**src/design/idf_pkg.sv**
```systemverilog
// ----------------------------------------------------------------------------
// idf_pkg
// Shared types and constants for the identity document frame decoder.
// ----------------------------------------------------------------------------
package idf_pkg;

  localparam int unsigned CountW = 17;

  localparam logic [CountW-1:0] SEQ_START    = 17'd33;
  localparam logic [CountW-1:0] EXPIRY_START = 17'd41;
  localparam logic [CountW-1:0] LENGTH_START = 17'd49;
  localparam logic [CountW-1:0] PREFIX_BYTES = 17'd51;
  localparam logic [CountW-1:0] SIG_BYTES    = 17'd64;
  localparam logic [CountW-1:0] MIN_FRAME    = PREFIX_BYTES + SIG_BYTES;
  localparam logic [CountW-1:0] COUNT_MAX    = 17'h1FFFF;
  localparam logic [15:0]       OFFSET_MAX   = 16'hFFFF;
  localparam logic [7:0]        VERSION_RESET = 8'd1;

  typedef enum logic [2:0] {
    KIND_VERSION = 3'd0,
    KIND_KEY     = 3'd1,
    KIND_SEQ     = 3'd2,
    KIND_EXPIRY  = 3'd3,
    KIND_LENGTH  = 3'd4,
    KIND_BODY    = 3'd5,
    KIND_SIG     = 3'd6
  } field_kind_e;

  typedef enum logic [2:0] {
    ST_OK         = 3'd0,
    ST_TOO_SHORT  = 3'd1,
    ST_TOO_LONG   = 3'd2,
    ST_BAD_VER    = 3'd3,
    ST_LEN_MISMATCH = 3'd4
  } status_e;

  typedef struct packed {
    field_kind_e kind;
    logic [15:0] offset;
  } tag_t;

  typedef struct packed {
    status_e     status;
    logic [63:0] seq;
    logic [63:0] expiry;
    logic [15:0] length;
  } summary_t;

endpackage

```
**src/design/idf_field_tag.sv**
```systemverilog
// ----------------------------------------------------------------------------
// idf_field_tag
// Maps the byte position within the frame to its field and field offset.
// ----------------------------------------------------------------------------
module idf_field_tag (
  input  logic [idf_pkg::CountW-1:0] pos_i,
  input  logic [15:0]                body_size_i,
  output idf_pkg::tag_t              tag_o
);

  logic [idf_pkg::CountW-1:0] body_end;
  logic [idf_pkg::CountW-1:0] key_off;
  logic [idf_pkg::CountW-1:0] seq_off;
  logic [idf_pkg::CountW-1:0] exp_off;
  logic [idf_pkg::CountW-1:0] len_off;
  logic [idf_pkg::CountW-1:0] body_off;
  logic [idf_pkg::CountW-1:0] sig_off;

  assign body_end = idf_pkg::PREFIX_BYTES + {1'b0, body_size_i};
  assign key_off  = pos_i - 17'd1;
  assign seq_off  = pos_i - idf_pkg::SEQ_START;
  assign exp_off  = pos_i - idf_pkg::EXPIRY_START;
  assign len_off  = pos_i - idf_pkg::LENGTH_START;
  assign body_off = pos_i - idf_pkg::PREFIX_BYTES;
  assign sig_off  = pos_i - body_end;

  always_comb begin
    if (pos_i == '0) begin
      tag_o.kind   = idf_pkg::KIND_VERSION;
      tag_o.offset = '0;
    end else if (pos_i < idf_pkg::SEQ_START) begin
      tag_o.kind   = idf_pkg::KIND_KEY;
      tag_o.offset = key_off[15:0];
    end else if (pos_i < idf_pkg::EXPIRY_START) begin
      tag_o.kind   = idf_pkg::KIND_SEQ;
      tag_o.offset = seq_off[15:0];
    end else if (pos_i < idf_pkg::LENGTH_START) begin
      tag_o.kind   = idf_pkg::KIND_EXPIRY;
      tag_o.offset = exp_off[15:0];
    end else if (pos_i < idf_pkg::PREFIX_BYTES) begin
      tag_o.kind   = idf_pkg::KIND_LENGTH;
      tag_o.offset = len_off[15:0];
    end else if (pos_i < body_end) begin
      tag_o.kind   = idf_pkg::KIND_BODY;
      tag_o.offset = body_off[15:0];
    end else begin
      tag_o.kind   = idf_pkg::KIND_SIG;
      tag_o.offset = sig_off[16] ? idf_pkg::OFFSET_MAX : sig_off[15:0];
    end
  end

endmodule

```
**src/design/idf_frame_state.sv**
```systemverilog
// ----------------------------------------------------------------------------
// idf_frame_state
// Per-frame byte count, version flag and field accumulators; frame status.
// ----------------------------------------------------------------------------
module idf_frame_state #(
  parameter int unsigned MAX_DOC_BYTES = 1024
) (
  input  logic                       clk_i,
  input  logic                       rst_ni,
  input  logic                       take_i,
  input  logic [7:0]                 byte_i,
  input  logic                       last_i,
  input  logic [7:0]                 exp_version_i,
  input  idf_pkg::tag_t              tag_i,
  output logic [idf_pkg::CountW-1:0] pos_o,
  output logic [15:0]                body_size_o,
  output idf_pkg::summary_t          summary_o
);

  logic [idf_pkg::CountW-1:0] count_q, count_d, count_inc;
  logic                       ver_ok_q, ver_ok_d, ver_upd;
  logic [63:0]                seq_q, seq_d, seq_upd;
  logic [63:0]                exp_q, exp_d, exp_upd;
  logic [15:0]                len_q, len_d, len_upd;
  logic [5:0]                 shift;
  idf_pkg::status_e           status;

  assign shift     = {tag_i.offset[2:0], 3'b000};
  assign count_inc = (count_q == idf_pkg::COUNT_MAX) ? count_q : count_q + 17'd1;

  always_comb begin
    ver_upd = ver_ok_q;
    seq_upd = seq_q;
    exp_upd = exp_q;
    len_upd = len_q;
    case (tag_i.kind)
      idf_pkg::KIND_VERSION: ver_upd = (byte_i == exp_version_i);
      idf_pkg::KIND_SEQ:     seq_upd[shift +: 8] = seq_q[shift +: 8] | byte_i;
      idf_pkg::KIND_EXPIRY:  exp_upd[shift +: 8] = exp_q[shift +: 8] | byte_i;
      idf_pkg::KIND_LENGTH: begin
        if (tag_i.offset[0]) begin
          len_upd[15:8] = len_q[15:8] | byte_i;
        end else begin
          len_upd[7:0] = len_q[7:0] | byte_i;
        end
      end
      default: ;
    endcase
  end

  always_comb begin
    if (count_inc < idf_pkg::MIN_FRAME) begin
      status = idf_pkg::ST_TOO_SHORT;
    end else if (count_inc > idf_pkg::CountW'(MAX_DOC_BYTES)) begin
      status = idf_pkg::ST_TOO_LONG;
    end else if (!ver_upd) begin
      status = idf_pkg::ST_BAD_VER;
    end else if (count_inc != idf_pkg::MIN_FRAME + {1'b0, len_upd}) begin
      status = idf_pkg::ST_LEN_MISMATCH;
    end else begin
      status = idf_pkg::ST_OK;
    end
  end

  always_comb begin
    if (last_i) begin
      summary_o.status = status;
      summary_o.seq    = seq_upd;
      summary_o.expiry = exp_upd;
      summary_o.length = len_upd;
      count_d  = '0;
      ver_ok_d = 1'b0;
      seq_d    = '0;
      exp_d    = '0;
      len_d    = '0;
    end else begin
      summary_o.status = idf_pkg::ST_OK;
      summary_o.seq    = '0;
      summary_o.expiry = '0;
      summary_o.length = '0;
      count_d  = count_inc;
      ver_ok_d = ver_upd;
      seq_d    = seq_upd;
      exp_d    = exp_upd;
      len_d    = len_upd;
    end
  end

  always_ff @(posedge clk_i or negedge rst_ni) begin
    if (!rst_ni) begin
      count_q  <= '0;
      ver_ok_q <= 1'b0;
      seq_q    <= '0;
      exp_q    <= '0;
      len_q    <= '0;
    end else if (take_i) begin
      count_q  <= count_d;
      ver_ok_q <= ver_ok_d;
      seq_q    <= seq_d;
      exp_q    <= exp_d;
      len_q    <= len_d;
    end
  end

  assign pos_o       = count_q;
  assign body_size_o = len_q;

`ifndef SYNTHESIS
  a_clear_on_last: assert property (@(posedge clk_i) disable iff (!rst_ni)
    take_i && last_i |=> count_q == '0 && seq_q == '0 && len_q == '0)
    else $error("frame state not cleared after last word");

  a_count_moves: assert property (@(posedge clk_i) disable iff (!rst_ni)
    take_i && !last_i |=> count_q != '0)
    else $error("byte count did not advance");

  a_count_holds_max: assert property (@(posedge clk_i) disable iff (!rst_ni)
    take_i && !last_i && count_q == idf_pkg::COUNT_MAX |=>
      count_q == idf_pkg::COUNT_MAX)
    else $error("byte count left its saturation value");
`endif

endmodule

```
**src/design/identity_doc_frame_decoder.sv**
```systemverilog
// ----------------------------------------------------------------------------
// identity_doc_frame_decoder
// Tags each frame word with its field and offset; reports status at frame end.
// ----------------------------------------------------------------------------
// Input channel: in_valid_i / in_stall_o carry byte_value_i and last_byte_i,
// one frame byte per word. Output channel: out_valid_o / out_stall_i carry
// the tagged byte, frame_end, status and the assembled seq, expiry and body
// length (status and summary are zero unless frame_end is set).
// Config channel: cfg_valid_i / cfg_ready_o write expected_version from
// cfg_data_i; write it only while no frame word is in flight.
// A word accepted is registered in the single output register stage and shown
// on the output in the next cycle. Throughput: one word per cycle unless the
// receiver stalls; per-frame state updates in the same cycle as the accept.
// When the receiver stalls with a word held, in_stall_o rises in the same
// cycle and the held word stays unchanged until taken.
// Reset clears the frame state, empties the output register and sets
// expected_version to 1.
// ----------------------------------------------------------------------------
module identity_doc_frame_decoder #(
  parameter int unsigned MAX_DOC_BYTES = 1024
) (
  input  logic        clk_i,
  input  logic        rst_ni,
  input  logic        cfg_valid_i,
  output logic        cfg_ready_o,
  input  logic [7:0]  cfg_data_i,
  input  logic        in_valid_i,
  output logic        in_stall_o,
  input  logic [7:0]  byte_value_i,
  input  logic        last_byte_i,
  output logic        out_valid_o,
  input  logic        out_stall_i,
  output logic [2:0]  field_kind_o,
  output logic [15:0] field_offset_o,
  output logic [7:0]  byte_out_o,
  output logic        frame_end_o,
  output logic [2:0]  status_o,
  output logic [63:0] seq_number_o,
  output logic [63:0] expiry_time_o,
  output logic [15:0] body_length_o
);

  logic                       take;
  logic [7:0]                 exp_version_q;
  logic [idf_pkg::CountW-1:0] pos;
  logic [15:0]                body_size;
  idf_pkg::tag_t              tag;
  idf_pkg::summary_t          summary;

  logic                       out_valid_q;
  idf_pkg::tag_t              tag_q;
  logic [7:0]                 byte_q;
  logic                       end_q;
  idf_pkg::summary_t          summary_q;

  assign cfg_ready_o = 1'b1;
  assign in_stall_o  = out_valid_q & out_stall_i;
  assign take        = in_valid_i & ~in_stall_o;

  always_ff @(posedge clk_i or negedge rst_ni) begin
    if (!rst_ni) begin
      exp_version_q <= idf_pkg::VERSION_RESET;
    end else if (cfg_valid_i && cfg_ready_o) begin
      exp_version_q <= cfg_data_i;
    end
  end

  idf_field_tag u_tag (
    .pos_i       (pos),
    .body_size_i (body_size),
    .tag_o       (tag)
  );

  idf_frame_state #(
    .MAX_DOC_BYTES (MAX_DOC_BYTES)
  ) u_state (
    .clk_i         (clk_i),
    .rst_ni        (rst_ni),
    .take_i        (take),
    .byte_i        (byte_value_i),
    .last_i        (last_byte_i),
    .exp_version_i (exp_version_q),
    .tag_i         (tag),
    .pos_o         (pos),
    .body_size_o   (body_size),
    .summary_o     (summary)
  );

  always_ff @(posedge clk_i or negedge rst_ni) begin
    if (!rst_ni) begin
      out_valid_q <= 1'b0;
    end else if (take) begin
      out_valid_q <= 1'b1;
    end else if (!out_stall_i) begin
      out_valid_q <= 1'b0;
    end
  end

  always_ff @(posedge clk_i) begin
    if (take) begin
      tag_q     <= tag;
      byte_q    <= byte_value_i;
      end_q     <= last_byte_i;
      summary_q <= summary;
    end
  end

  assign out_valid_o    = out_valid_q;
  assign field_kind_o   = tag_q.kind;
  assign field_offset_o = tag_q.offset;
  assign byte_out_o     = byte_q;
  assign frame_end_o    = end_q;
  assign status_o       = summary_q.status;
  assign seq_number_o   = summary_q.seq;
  assign expiry_time_o  = summary_q.expiry;
  assign body_length_o  = summary_q.length;

`ifndef SYNTHESIS
  a_summary_idle: assert property (@(posedge clk_i) disable iff (!rst_ni)
    out_valid_q && !end_q |-> summary_q.status == idf_pkg::ST_OK &&
      summary_q.length == '0 && summary_q.seq == '0)
    else $error("summary set on a word that does not end the frame");

  a_ok_ends_in_sig: assert property (@(posedge clk_i) disable iff (!rst_ni)
    out_valid_q && end_q && summary_q.status == idf_pkg::ST_OK |->
      tag_q.kind == idf_pkg::KIND_SIG)
    else $error("good frame ended outside the signature");

  a_version_offset: assert property (@(posedge clk_i) disable iff (!rst_ni)
    out_valid_q && tag_q.kind == idf_pkg::KIND_VERSION |-> tag_q.offset == '0)
    else $error("version word with nonzero offset");
`endif

endmodule

```
**config.mk**
```make
export PLATFORM = sky130hd
export DESIGN_NAME = identity_doc_frame_decoder
export DESIGN_NICKNAME = d
export VERILOG_FILES = /design/src/design/idf_pkg.sv /design/src/design/idf_field_tag.sv /design/src/design/idf_frame_state.sv /design/src/design/identity_doc_frame_decoder.sv
export SDC_FILE = /design/constraint.sdc
export NUM_CORES = 1
export LEC_CHECK = 0
export BUFFER_PORTS_ARGS = -buffer_cell sky130_fd_sc_hd__buf_2
export CORE_ASPECT_RATIO = 1.75
export CORE_MARGIN = 2
export CORE_UTILIZATION = 42
export DETAILED_ROUTE_END_ITERATION = 16
export GPL_TIMING_DRIVEN = 0
export PLACE_DENSITY_LB_ADDON = 0.05
export SLEW_MARGIN = 20
export SYNTH_ARGS = -nofsm -noshare
export SYNTH_HDL_FRONTEND = slang
export SYNTH_SLANG_ARGS = --single-unit
```
**constraint.sdc**
```tcl
create_clock -name clk_i -period 9.3 [get_ports clk_i]
set_clock_uncertainty 0.15 [all_clocks]
set_input_delay 0.465 -clock clk_i [delete_from_list [all_inputs] [get_ports clk_i]]
set_output_delay 0.465 -clock clk_i [all_outputs]
set_load 0.01 [all_outputs]
```
# Word-level counts from Yosys, hierarchy flattened
# Index checks and enable logic that the tools add are counted.
op_classes:
  n_eq_ne: 7
  mux: 27
  n_addsub: 10
  reduce_logical: 4
  div_mod_pow: 0
  bitwise_logic: 9
  multipliers: 0
  shift: 5
  magnitude_cmp: 7
op_table:
  columns: ["operator", "count"]
  rows:
  - ["2-to-1 mux 64 bit", 4]
  - ["bitwise mux 64 bit", 2]
  - ["indexed part select 64 x 7 -> 8 bit", 2]
  - ["indexed part select 8 x 8 -> 64 bit", 2]
  - ["2-to-1 mux 19 bit", 5]
  - ["less-than comparator 17 x 6 -> 1 bit (second input constant)", 4]
  - ["variable shift 8 x 8 -> 64 bit (first input constant)", 1]
  - ["subtractor 16 x 6 -> 16 bit (second input constant)", 4]
  - ["2-to-1 mux 16 bit", 3]
  - ["2-to-1 mux 17 bit", 2]
  - ["OR 8 bit", 4]
  - ["2-to-1 mux 18 bit", 1]
  - ["adder 17 x 1 -> 17 bit (second input constant)", 1]
  - ["adder 6 x 16 -> 17 bit (first input constant)", 1]
  - ["adder 7 x 16 -> 17 bit (first input constant)", 1]
  - ["== test 17 bit (second input constant)", 1]
  - ["> comparator 17 x 11 -> 1 bit (second input constant)", 1]
  - ["zero test 17 bit", 1]
  - ["less-than comparator 17 bit", 1]
  - ["less-than comparator 17 x 7 -> 1 bit (second input constant)", 1]
  - ["!= test 17 bit", 1]
  - ["subtractor 17 bit", 1]
  - ["2-to-1 mux 8 bit", 2]
  - ["subtractor 16 x 1 -> 16 bit (second input constant)", 1]
  - ["other kinds (13)", 22]
totals:
  output_inout_bits: 178
  elab_cells: 87
  latchBits: 0
  memories: 0
  reg_bits: 346
  rom_bits: 0
  ram_bits: 0

# Longest topological paths before layout
# Gate-level depths: netlist of the first run.
depth:
  ltp_word: 17
  ltp_mapped: 25
  mapped_depth_nobuf: 22

# By module
# A second synthesis of the first run with hierarchy kept.
unflattened:
  cells_unflattened: 1808
  area_unflattened_um2: 19547.5
modules_own_cells:
  columns: ["mod", "instances", "cells_each", "area_per_inst_um2", "seq_area_each_um2"]
  rows:
  - ["idf_frame_state", 1, 1318, 11917.7, 4053.9]
  - ["identity_doc_frame_decoder", 1, 198, 5645.4, 5481.5]
  - ["idf_field_tag", 1, 292, 1984.4, 0.0]

# Worst setup path after synthesis of the first run
# Ideal clock, no wire load.
synth_path:
  kind: "in2reg"
  start: "input port out_stall_i"
  end: "register u_state.seq_q[0]"
  setup_time_ns: 0.132
  arrival_ns: 7.342
  stages: 6
  required_time_ns: 9.018
  slack_ns: 1.676
  cell_sequence: "nand2_1 -> nand2_1 -> inv_2 -> clkbuf_1 -> o21ai_1 -> o2bb2ai_1"
synth_between:
  elab_chain_len: 3
synth_lines:
  columns: ["element", "line", "source"]
  rows:
  - ["start: declaration", "identity_doc_frame_decoder.sv:32", "input logic out_stall_i,"]
  - ["AND 1 bit", "identity_doc_frame_decoder.sv:57", "assign in_stall_o = out_valid_q & out_stall_i;"]
  - ["NOT 1 bit", "identity_doc_frame_decoder.sv:58", "assign take = in_valid_i & ~in_stall_o;"]
  - ["AND 1 bit", "identity_doc_frame_decoder.sv:58", null]
  - ["via take", "identity_doc_frame_decoder.sv:43", "logic take;"]
  - ["end signal: assignment", "idf_frame_state.sv:99", "seq_q <= seq_d;"]
  - ["end: declaration", "idf_frame_state.sv:22", "logic [63:0] seq_q, seq_d, seq_upd;"]
# The timed path passes the listed nets, and every way through them passes these cells.
# A chain may end at the register's enable or synchronous reset.

# Worst setup path after layout of the first run
layout_path:
  start: "register u_state.len_q[2] (netlist: u_state.body_size_o[2])"
  end: "register summary_q, in the netlist expiry_time_o[7] (data pin)"
layout_between:
  elab_chain_len: 14
layout_lines:
  columns: ["element", "line", "source"]
  rows:
  - ["start: declaration", "idf_frame_state.sv:24", "logic [15:0] len_q, len_d, len_upd;"]
  - ["start signal: assignment", "idf_frame_state.sv:101", "len_q <= len_d;"]
  - ["adder 6 x 16 -> 17 bit (*)", "idf_field_tag.sv:19", "assign body_end = idf_pkg::PREFIX_BYTES + {1'b0, body_size_i};"]
  - ["subtractor 17 bit", "idf_field_tag.sv:25", "assign sig_off = pos_i - body_end;"]
  - ["2-to-1 mux 16 bit", "idf_field_tag.sv:48", "tag_o.offset = sig_off[16] ? idf_pkg::OFFSET_MAX : sig_off[15:0];"]
  - ["2-to-1 mux 18 bit (*)", "idf_field_tag.sv:43", "end else if (pos_i < body_end) begin"]
  - ["2-to-1 mux 19 bit (*)", "idf_field_tag.sv:40", "end else if (pos_i < idf_pkg::PREFIX_BYTES) begin"]
  - ["2-to-1 mux 19 bit (*)", "idf_field_tag.sv:37", "end else if (pos_i < idf_pkg::LENGTH_START) begin"]
  - ["2-to-1 mux 19 bit (*)", "idf_field_tag.sv:34", "end else if (pos_i < idf_pkg::EXPIRY_START) begin"]
  - ["2-to-1 mux 19 bit (*)", "idf_field_tag.sv:31", "end else if (pos_i < idf_pkg::SEQ_START) begin"]
  - ["2-to-1 mux 19 bit (*)", "idf_field_tag.sv:28", "if (pos_i == '0) begin"]
  - ["indexed part select 64 x 7 -> 8 bit", "idf_frame_state.sv:39", "idf_pkg::KIND_EXPIRY: exp_upd[shift +: 8] = exp_q[shift +: 8] | byte_i;"]
  - ["OR 8 bit", "idf_frame_state.sv:39", null]
  - ["indexed part select 8 x 8 -> 64 bit", "idf_frame_state.sv:39", null]
  - ["bitwise mux 64 bit", "idf_frame_state.sv:39", null]
  - ["2-to-1 mux 64 bit (*)", "idf_frame_state.sv:36", "case (tag_i.kind)"]
  - ["end signal: assignment", "identity_doc_frame_decoder.sv:104", "summary_q <= summary;"]
  - ["end: declaration", "identity_doc_frame_decoder.sv:54", "idf_pkg::summary_t summary_q;"]
# Mark *: on every way between the ends. The rest lies on a longest branch, timed or not.

==> metrics.txt, run 1 <==
cell leakage power 8.87 nW; I/O Buffers about 200; type of the most critical hold path primary input to register; GR met1 Demand/Resource 0.298; first-pass GRT wire length 97400 µm; Net Sw Frac 0.348; DRT Wirelength 66700 µm; Mapped Area 0.0185 mm²; final standard cell area without fillers 0.0216 mm²; Root Driver clkbuf_16; relative slew slack 0.219; Net count, final between 2000 and 2500; P_int 2.88 mW; part of the power in registers 0.396; post-DP HPWL 51800 µm; CP max stage delay 890 ps; final setup margin 1750 ps; CTS Sinks 346; crit-path leading delay family simple AND/OR/NAND/NOR gates; P_sw around 1.5 mW; CP max-delay cell nor3_1; Reg2Reg Setup Slack 1750 ps; syn_nets 1851; power per cell area a little over 200 mW/mm²; critical-path cell list clkbuf_1, nand2_1, o21ai_0, and4_1, nand2_1, xor2_1, ha_1, a21o_1, a21o_1, a221o_1, or3_1, buf_4, o2111a_4, nor2_4, inv_4, buf_4, buf_6, ha_1, ha_1, clkinv_1, nand3_1, nor3_1, o21ai_0, a21oi_1; postcts setup bufs 0; Vias/cell 5.85; Seq/Total Area, Yosys 0.516; Initial Utilization 0.425; vias 15400; WP buf/inv 6; Layout Utilization 0.496; CTS tree done; combinational power share 0.270; maximum vdd drop 145 µV; Critical R2R Capture expiry_time_o[7]; M3 GR Usage 0.0313; pre-CTS setup slack about 1900 ps; row count 101; Total GRT Usage 0.290; die width 163 µm; YS warnings 0; Req. time, crit path roughly 9500 ps; max cap viols 0; final-report max-slew violation count 0; Routed Antenna Nets 0; mean post-synth cell area ~10 µm²; fraction of registers with async set/reset 0.494; Mapped Cells 1803; fill count between 4000 and 5000; proportion of layout cells with a drive suffix above 1 0.175; maximum clock insertion buffer count 3; crit end category register; die height 282 µm; startpoint types register; flip-flop and latch count after synthesis between 300 and 400; worst skew pair latency 560 ps; core box area around 0.043 mm²; H-tree Lvls 2; Min-Delay Endpoint exp_version_q[3]; CTS buffer count 35; critical path class register to register; final worst-path cycle share 0.812; r2r startpoint u_state.body_size_o[2]; number of synthesized flops with an enable pin between 150 and 200; RSZ-0062 raised after global routing false; GR Overflow Total 0; Ant. Diodes 0; r2r worst-path depth 24; setup tns final 0 ps; GPL Wtd Cong 1.01; fin crit period 7550 ps; die area ~0.046 mm²; status complete, no violations; largest net degree at the start of global routing 91; initial antenna violation count 0; grt peak-use layer met2; Clock Power Share 0.334; vias in the first global route 15500; grt met2 use 0.528; Hold Startpoint cfg_data_i[3]; Iteration-0 DRC Markers 1148; DRC 0; I/O Pins 200; top_reg_cell synth edfxtp_1; Final Hold Fails 0; synth unique cells 97; count of TritonRoute iterations in the first routing pass 7; dpl cell area 0.0203 mm²; FMAX 132 MHz; Least-Margin Pin Slew 1160 ps; Area Growth Syn to Fin 16.6%; final setup violation count 0; drt wl/cell 25.3 µm; Clock Pin Slew Worst Setup and Hold Paths 60 ps; Crit path top cell by count ha_1; WP data arrival 7740 ps; Hold Path Depth 2; Crit Path Max Fanout 10
-- power by group through the flow --
| stage | Sequential, mW | Clock, mW | Combinational (mW) |
|---|---|---|---|
| 5_1_grt | 1.76 | 1.55 | 1.26 |
| 4_1_cts | 1.75 | 1.50 | 1.18 |
| 6_report | 1.75 | 1.48 | 1.20 |
| 3_5_place_dp | 1.78 | 0 | 1.17 |
| 2_1_floorplan | 1.80 | 0 | 0.723 |
| 3_3_place_gp | 1.80 | 0 | 1.16 |
-- repair_timing --
item / in CTS / in global routing
hold buffers: 7 / 0
hold endpoints to repair: 86 / 0
resized for setup: 0 / 0
setup endpoints to repair: 0 / 0
-- synthesized netlist by cell type (all sizes together) (25+ instances only) --
cell type / number / share of area
a21oi: 85 / 0.023
a22o: 25 / 0.012
a31oi: 34 / 0.012
and2: 29 / 0.0099
buf: 45 / 0.017
clkbuf: 54 / 0.012
dfrtp: 170 / 0.23
edfxtp: 175 / 0.28
ha: 25 / 0.017
mux2i: 99 / 0.054
nand2: 278 / 0.057
nor2: 91 / 0.019
nor3: 30 / 0.0087
o21ai: 286 / 0.078
xnor2: 38 / 0.018
xor2: 40 / 0.019
-- state kept, by name, summed over array words and instances, names as in the netlist --
| name | count |
|---|---|
| expiry_time_o | 64 |
| seq_number_o | 64 |
| u_state.exp_q | 64 |
| u_state.seq_q | 64 |
| u_state.pos_o | 17 |
| body_length_o | 16 |
| field_offset_o | 16 |
| u_state.body_size_o | 16 |
| byte_out_o | 8 |
| exp_version_q | 8 |
| field_kind_o | 3 |
| status_o | 3 |
| frame_end_o | 1 |
| out_valid_o | 1 |
| u_state.ver_ok_q | 1 |
-- per-stage QoR --
| stage | hold slack, ps | power [mW] | cells |
|---|---|---|---|
| floorplan | 19.4 | 2.52 | 1803 |
| global placement | 334 | 2.96 | 2566 |
| detailed placement | 342 | 2.95 | 2570 |
| CTS | 6.21 | 4.42 | 2641 |
| global route | 14.9 | 4.56 | 2641 |
| finish | 15.8 | 4.42 | 2641 |
-- cell usage in the layout, fill, tap and decap left out, drive strengths merged, types with 29 or more instances in the layout --
master,n
xnor2,38
nor3,30
a31oi,34
edfxtp,175
xor2,40
nand2,278
nor2,91
o21ai,286
a21oi,85
and2,29
dfrtp,170
mux2i,99
clkbuf,96
buf,246
-- cells by family after synthesis --
| group | Yosys count | synth area share |
|---|---|---|
| compound gates | 567 | 0.193 |
| xor+xnor | 79 | 0.0382 |
| fa+ha+maj | 26 | 0.0180 |
| buf+inv | 118 | 0.0330 |
| flops | 346 | 0.516 |
| mux | 107 | 0.0585 |
| other cells | 1 | 0.000203 |
| simple gates | 559 | 0.143 |
-- layout make-up --
class                   count  area, µm²  area share
plain buffers              99        536      0.0248
inverters                  19       78.8     0.00366
flip-flops and latches    346       9540       0.442
multi-input cells        1339       8350       0.388
clock inverters            22        220      0.0102
well taps                 566        708      0.0329
repair buffers            208       1170      0.0542
clock buffers              42        953      0.0442
-- routing by layer --
layer / share of wire / up-vias
li1: - / 7140
met4: 0.098 / 0
met3: 0.042 / 223
met5: 0 / -
met1: 0.34 / 7513
met2: 0.52 / 564
-- how the worst max path moves through the flow --
stage	start	to	slack (ps)	depth (start not counted)
6_report	u_state.body_size_o[2]	expiry_time_o[7]	1750	24
5_1_grt	u_state.body_size_o[2]	expiry_time_o[5]	1390	24
4_1_cts	u_state.body_size_o[2]	expiry_time_o[5]	1850	24
3_5_place_dp	u_state.body_size_o[2]	expiry_time_o[5]	1880	24
3_3_place_gp	out_stall_i	u_state.seq_q[1]	-2090	7
2_1_floorplan	out_stall_i	u_state.seq_q[0]	1680	6
Note: power is estimated with default switching activity, not from simulation.
==> run 2, diff against run 1 <==
==> constraint.sdc (replaced) <==
create_clock -name clk_i -period 7.9 [get_ports clk_i]
set_clock_uncertainty 0.15 [all_clocks]
set_input_delay 0.395 -clock clk_i [delete_from_list [all_inputs] [get_ports clk_i]]
set_output_delay 0.395 -clock clk_i [all_outputs]
set_load 0.01 [all_outputs]
==> metrics.txt, run 2 (same netlist as run 1, synthesis figures left out) <==
initial antenna violation count 0 (unchanged); H-tree Lvls 2 (unchanged); GPL Wtd Cong 1.01 (unchanged); Multi-input gate area 0.00836 mm² (about the same); Clock Pin Slew Worst Setup and Hold Paths 60 ps (about the same); postcts setup bufs 0 (unchanged); post-DP HPWL 51800 µm (unchanged); Clock Power Share 0.333 (about the same); worst skew pair latency 560 ps (about the same); crit path from u_state.body_size_o[2]; commonest non-fill, non-tap cell in the layout nand2_1; relative slew slack 0.231 (+0.0120); maximum clock insertion buffer count 3 (unchanged); Area Growth Syn to Fin 17.1%; DRT Wirelength 66900 µm (+0.33%); vias in the first global route 15500 (+0.30%); Iteration-0 DRC Markers 1156 (+0.70%); first-pass GRT wire length 97700 µm (+0.38%); Net count, final 2105 (+0.43%); most frequent cells in the layout 276 x nand2_1, 247 x o21ai_0, 215 x buf_2; setup tns final 0 ps (unchanged); largest net degree at the start of global routing 91 (unchanged); GR Overflow Total 0 (unchanged); startpoint types register; CTS Sinks 346 (unchanged); maximum vdd drop 171 µV (+18%); Power Total 5.21 mW (+18%); FF+latch area 0.00954 mm² (unchanged); WP data arrival 7640 ps (-100 ps); max cap viols 0 (unchanged); die width 163 µm (unchanged); count of TritonRoute iterations in the first routing pass 5 (-2); Metal-1 WL 22500 µm (-0.50%); Total GRT Usage 0.291 (+0.00101); Ant. Diodes 0 (unchanged); Root Driver clkbuf_16; CP max stage delay 500 ps (-390 ps); I/O Pins 200 (unchanged); Reg2Reg Setup Slack 410 ps (-1340 ps); r2r startpoint u_state.body_size_o[2]; power per cell area 241 mW/mm² (+17%); top sig layer met4; core box area 0.0435 mm² (unchanged); r2r worst-path depth 23 (-4.2%); DRC 0 (unchanged); Net Sw Frac 0.348 (-0.000806); vias 15500 (+0.48%); part of the power in registers 0.396 (about the same); cell leakage power 8.91 nW (+0.41%); metal3 WL 2930 µm (+4.3%); Req. time, crit path 8050 ps (-1440 ps); CTS buffer count 35 (unchanged); Initial Utilization 0.425 (unchanged); critical path class register to register; Vias/cell 5.85 (+0.14%); status complete, no violations; FMAX 134 MHz (+0.79%); CP max-delay cell o21ai_0; row count 101 (unchanged); Final Hold Fails 0 (unchanged); drt wl/cell 25.3 µm (about the same); RSZ-0062 raised after global routing false; P_sw 1.81 mW (+17%); P_int 3.40 mW (+18%); crit end category register; worst setup path end expiry_time_o[23]; Critical R2R Capture expiry_time_o[23]; die area 0.0458 mm² (unchanged); Crit Path Max Fanout 10 (unchanged); final setup violation count 0 (unchanged); final-report max-slew violation count 0 (unchanged); I/O Buffers 197 (unchanged); proportion of layout cells with a drive suffix above 1 0.175 (-0.000278); fill count 4102 (-0.22%); die height 282 µm (unchanged); combinational power share 0.271 (about the same); final worst-path cycle share 0.948 (+0.136); Least-Margin Pin Slew 1140 ps (-17.8 ps); critical-path cell list clkbuf_1, nand2_1, o21ai_0, and4_1, nand2_1, xor2_1, ha_1, a21o_1, a21o_1, a221o_1, or3_1, buf_4, o2111a_4, nor2_4, inv_4, buf_4, buf_6, ha_1, ha_1, clkbuf_1, clkbuf_1, nand3_1, o21ai_0; fin crit period 7490 ps (-59.6 ps); CTS tree done; Routed Antenna Nets 0 (unchanged); met2 routed WL 35000 µm (+0.74%); type of the most critical hold path primary input to register
## run 2: cell types whose count changed in the layout (fill, tap and decap cells not counted)
cell           delta
nor3_1            -1
nor3_2            +1
dlygate4sd3_1     +9
## run 2: worst min path at each step
stage	startpoint	endpoint	slack (ps)	depth (start not counted)
2_1_floorplan	rst_ni	exp_version_q[1]	-50	0
3_3_place_gp	u_state.seq_q[58]	u_state.seq_q[58]	330	2
3_5_place_dp	rst_ni	exp_version_q[5]	300	1
4_1_cts	last_byte_i	frame_end_o	1	1
5_1_grt	last_byte_i	frame_end_o	30	1
6_report	last_byte_i	frame_end_o	20	1
## run 2: per-layer routing
metal  up-vias  global-route usage
met2       576               0.530
met4         0               0.235
met3       223              0.0316
li1       7174                   -
met1      7541               0.299
met5         -                   0
## run 2: power groups by stage
stage	logic, mW	clock network (mW)	registers, mW
finish	1.41	1.74	2.06
global route	1.48	1.82	2.07
CTS	1.39	1.76	2.06
detailed placement	1.38	0	2.10
global placement	1.37	0	2.11
floorplan	0.851	0	2.12
## run 2: repair_timing
item,4_1_cts,5_1_grt
resized for setup,0,1
hold buffers,16,0
hold endpoints to repair,94,0
setup endpoints to repair,0,1
## run 2: final cells by class
type	count	share of cell area
Sequential cell	346	0.440
Multi-Input combinational cell	1339	0.386
Timing Repair Buffer	217	0.0581
Clock buffer	42	0.0440
Tap cell	566	0.0327
Buffer	99	0.0247
Clock inverter	22	0.0102
Inverter	19	0.00364
## run 2: metrics by stage
stage	hold WS, ps	instance area (µm²)	instances	utilization	worst slack, ps
3_5_place_dp	295	20300	2570	0.467	477
6_report	18.1	21600	2650	0.498	410
2_1_floorplan	-50.6	18500	1803	-	328
3_3_place_gp	334	20200	2566	0.464	-3420
4_1_cts	0.953	21600	2650	0.498	451
5_1_grt	27.3	21600	2650	0.498	123
## run 2: critical path: cells and delay by family, from the launching register on
family / cells / cell delay [ps]
AOI/OAI and AO/OA: 6 / 2040
buffers and inverters: 7 / 1890
xor gates and xnor gates: 1 / 150
adders and majority gates: 3 / 940
DFF: 1 / 320
and+or+nand+nor: 6 / 1730
==> run 3, diff against run 2 <==
--- a/config.mk
+++ b/config.mk
@@ -8,7 +8,8 @@
 export BUFFER_PORTS_ARGS = -buffer_cell sky130_fd_sc_hd__buf_2
 export CORE_ASPECT_RATIO = 1.75
 export CORE_MARGIN = 2
-export CORE_UTILIZATION = 42
+export CORE_UTILIZATION = 35
+export CTS_CLUSTER_DIAMETER = 80
 export DETAILED_ROUTE_END_ITERATION = 16
 export GPL_TIMING_DRIVEN = 0
 export PLACE_DENSITY_LB_ADDON = 0.05
==> constraint.sdc (replaced) <==
create_clock -name clk_i -period 6 [get_ports clk_i]
set_clock_uncertainty 0.15 [all_clocks]
set_input_delay 0.3 -clock clk_i [delete_from_list [all_inputs] [get_ports clk_i]]
set_output_delay 0.3 -clock clk_i [all_outputs]
set_load 0.01 [all_outputs]
==> metrics.txt, run 3 (same netlist as run 1, synthesis figures left out) <==
die width 178 µm (+9.3%); drt wl/cell 26.1 µm (+3.2%); initial antenna violation count 0 (unchanged); critical path class register to register; maximum vdd drop 148 µV (-13%); most frequent cells in the layout 265 x nand2_1, 224 x o21ai_0, 214 x buf_2; Area Growth Syn to Fin 23.1%; relative slew slack 0.172 (-0.0589); Post-Layout Cell Count 2793 (+5.4%); DRC 0 (unchanged); final worst-path cycle share 0.978 (+0.0298); CTS Sinks 346 (unchanged); I/O Buffers 197 (unchanged); fill count 5111 (+25%); Vias/cell 5.55 (-5.1%); WP data arrival 5950 ps (-1690 ps); type of the most critical hold path primary input to register; Routed Antenna Nets 0 (unchanged); worst hold margin 50.0 ps (+31.9 ps); met2 routed WL 39100 µm (+12%); row count 111 (+9.9%); worst skew pair latency 550 ps (about the same); setup tns final 0 ps (unchanged); FMAX 170 MHz (+28%); count of TritonRoute iterations in the first routing pass 5 (unchanged); cell leakage power 9.32 nW (+4.6%); crit end category register; post-DP HPWL 56200 µm (+8.5%); DRT Wirelength 72800 µm (+8.7%); die height 308 µm (+9.4%); top sig layer met4; Final Hold Fails 0 (unchanged); status complete, no violations; Clock Pin Slew Worst Setup and Hold Paths 60 ps (about the same); GR Overflow Total 0 (unchanged); final-report max-slew violation count 0 (unchanged); commonest non-fill, non-tap cell in the layout nand2_1; largest net degree at the start of global routing 88 (-3.3%); CTS tree done; max cap viols 0 (unchanged); metal3 WL 2860 µm (-2.4%); proportion of layout cells with a drive suffix above 1 0.233 (+0.0582); I/O Pins 200 (unchanged); Req. time, crit path 6080 ps (-1970 ps); Root Driver clkbuf_16; Least-Margin Pin Slew 1240 ps (+95.8 ps); vias in the first global route 15700 (+0.88%); final setup violation count 0 (unchanged); H-tree Lvls 2 (unchanged); power per cell area 319 mW/mm² (+33%); Initial Utilization 0.353 (-0.0722); maximum clock insertion buffer count 3 (unchanged); vias 15500 (-0.026%); Iteration-0 DRC Markers 1185 (+2.5%); startpoint types register; Metal-1 WL 25400 µm (+13%); fin crit period 5870 ps (-1620 ps); die area 0.0548 mm² (+20%); Cells after DPL 2682 (+4.4%); core box area 0.0524 mm² (+20%); Total GRT Usage 0.265 (-0.0256); GPL Wtd Cong 0.971 (-4.0%); CTS buffer count 37 (+5.7%); Crit Path Max Fanout 11 (+1); Net count, final 2135 (+1.4%); first-pass GRT wire length 105000 µm (+7.8%)
==> run 3: worst paths after layout <==
kind | to | from | cells after the start | slack [ps]
max | expiry_time_o[59] | u_state.pos_o[0] | 21 | 130
max reg2reg | expiry_time_o[59] | u_state.pos_o[0] | 21 | 130
min | byte_out_o[7] | byte_value_i[7] | 1 | 50
min reg2reg | u_state.exp_q[9] | u_state.exp_q[9] | 2 | 350
max in group asynchronous | u_state.exp_q[19] | rst_ni | 4 | 4590
min in group asynchronous | exp_version_q[5] | rst_ni | 3 | 180
==> run 3: metal layers <==
metal  vias to the layer above  global-route usage
li1                       7236                   -
met1                      7527               0.276
met2                       544               0.496
met3                       203              0.0282
met4                         0               0.173
met5                         -                   0
==> run 3: metrics by stage <==
stage	power (mW)	instance area [µm²]	setup slack, ps	utilization
after floorplan	3.90	18500	60.3	-
after global routing	7.53	22800	-7.88	0.435
after CTS	7.14	22400	20.2	0.427
after global placement	4.64	20300	-1660	0.388
after detailed placement	4.65	20500	-1680	0.391
final	7.27	22800	133	0.435
==> run 3: worst max-delay path: stages, from the launching register on <==
cell and delay (ps):
dfrtp_1 440, clkbuf_2 280, inv_1 340, ha_1 250, inv_1 60, fa_1 430
a211oi_1 380, o21a_1 240, nor3_1 110, or3_1 370, a221o_1 360, and3_4 190
buf_6 170, inv_8 130, buf_12 160, ha_1 190, ha_4 250, buf_4 210
clkbuf_8 200, o31a_4 420, nand2_1 80, o21ai_0 120
==> run 3: final cells by class <==
cell class / count / area (µm²) / area share
Antenna cell: 2 / 5.00 / 0.000220
Buffer: 90 / 576 / 0.0253
Sequential cell: 346 / 9540 / 0.419
Multi-Input combinational cell: 1339 / 8950 / 0.393
Timing Repair Buffer: 254 / 1570 / 0.0691
Clock buffer: 51 / 1030 / 0.0453
Clock inverter: 14 / 139 / 0.00610
Inverter: 19 / 96.3 / 0.00423
Tap cell: 678 / 848 / 0.0373
==> run 3: report_power, final <==
part | switching (mW) | internal [mW] | total [mW]
combinational | 1.54 | 0.716 | 2.25
clock | 0.997 | 1.30 | 2.29
sequential | 0.0837 | 2.64 | 2.72
==> run 3: what timing repair did <==
item,CTS,global route
setup buffers,23,13
endpoints found under the hold margin,101,0
gates resized for setup,103,72
pin swaps,17,10
hold buffers,17,0
endpoints found under the setup margin,257,257
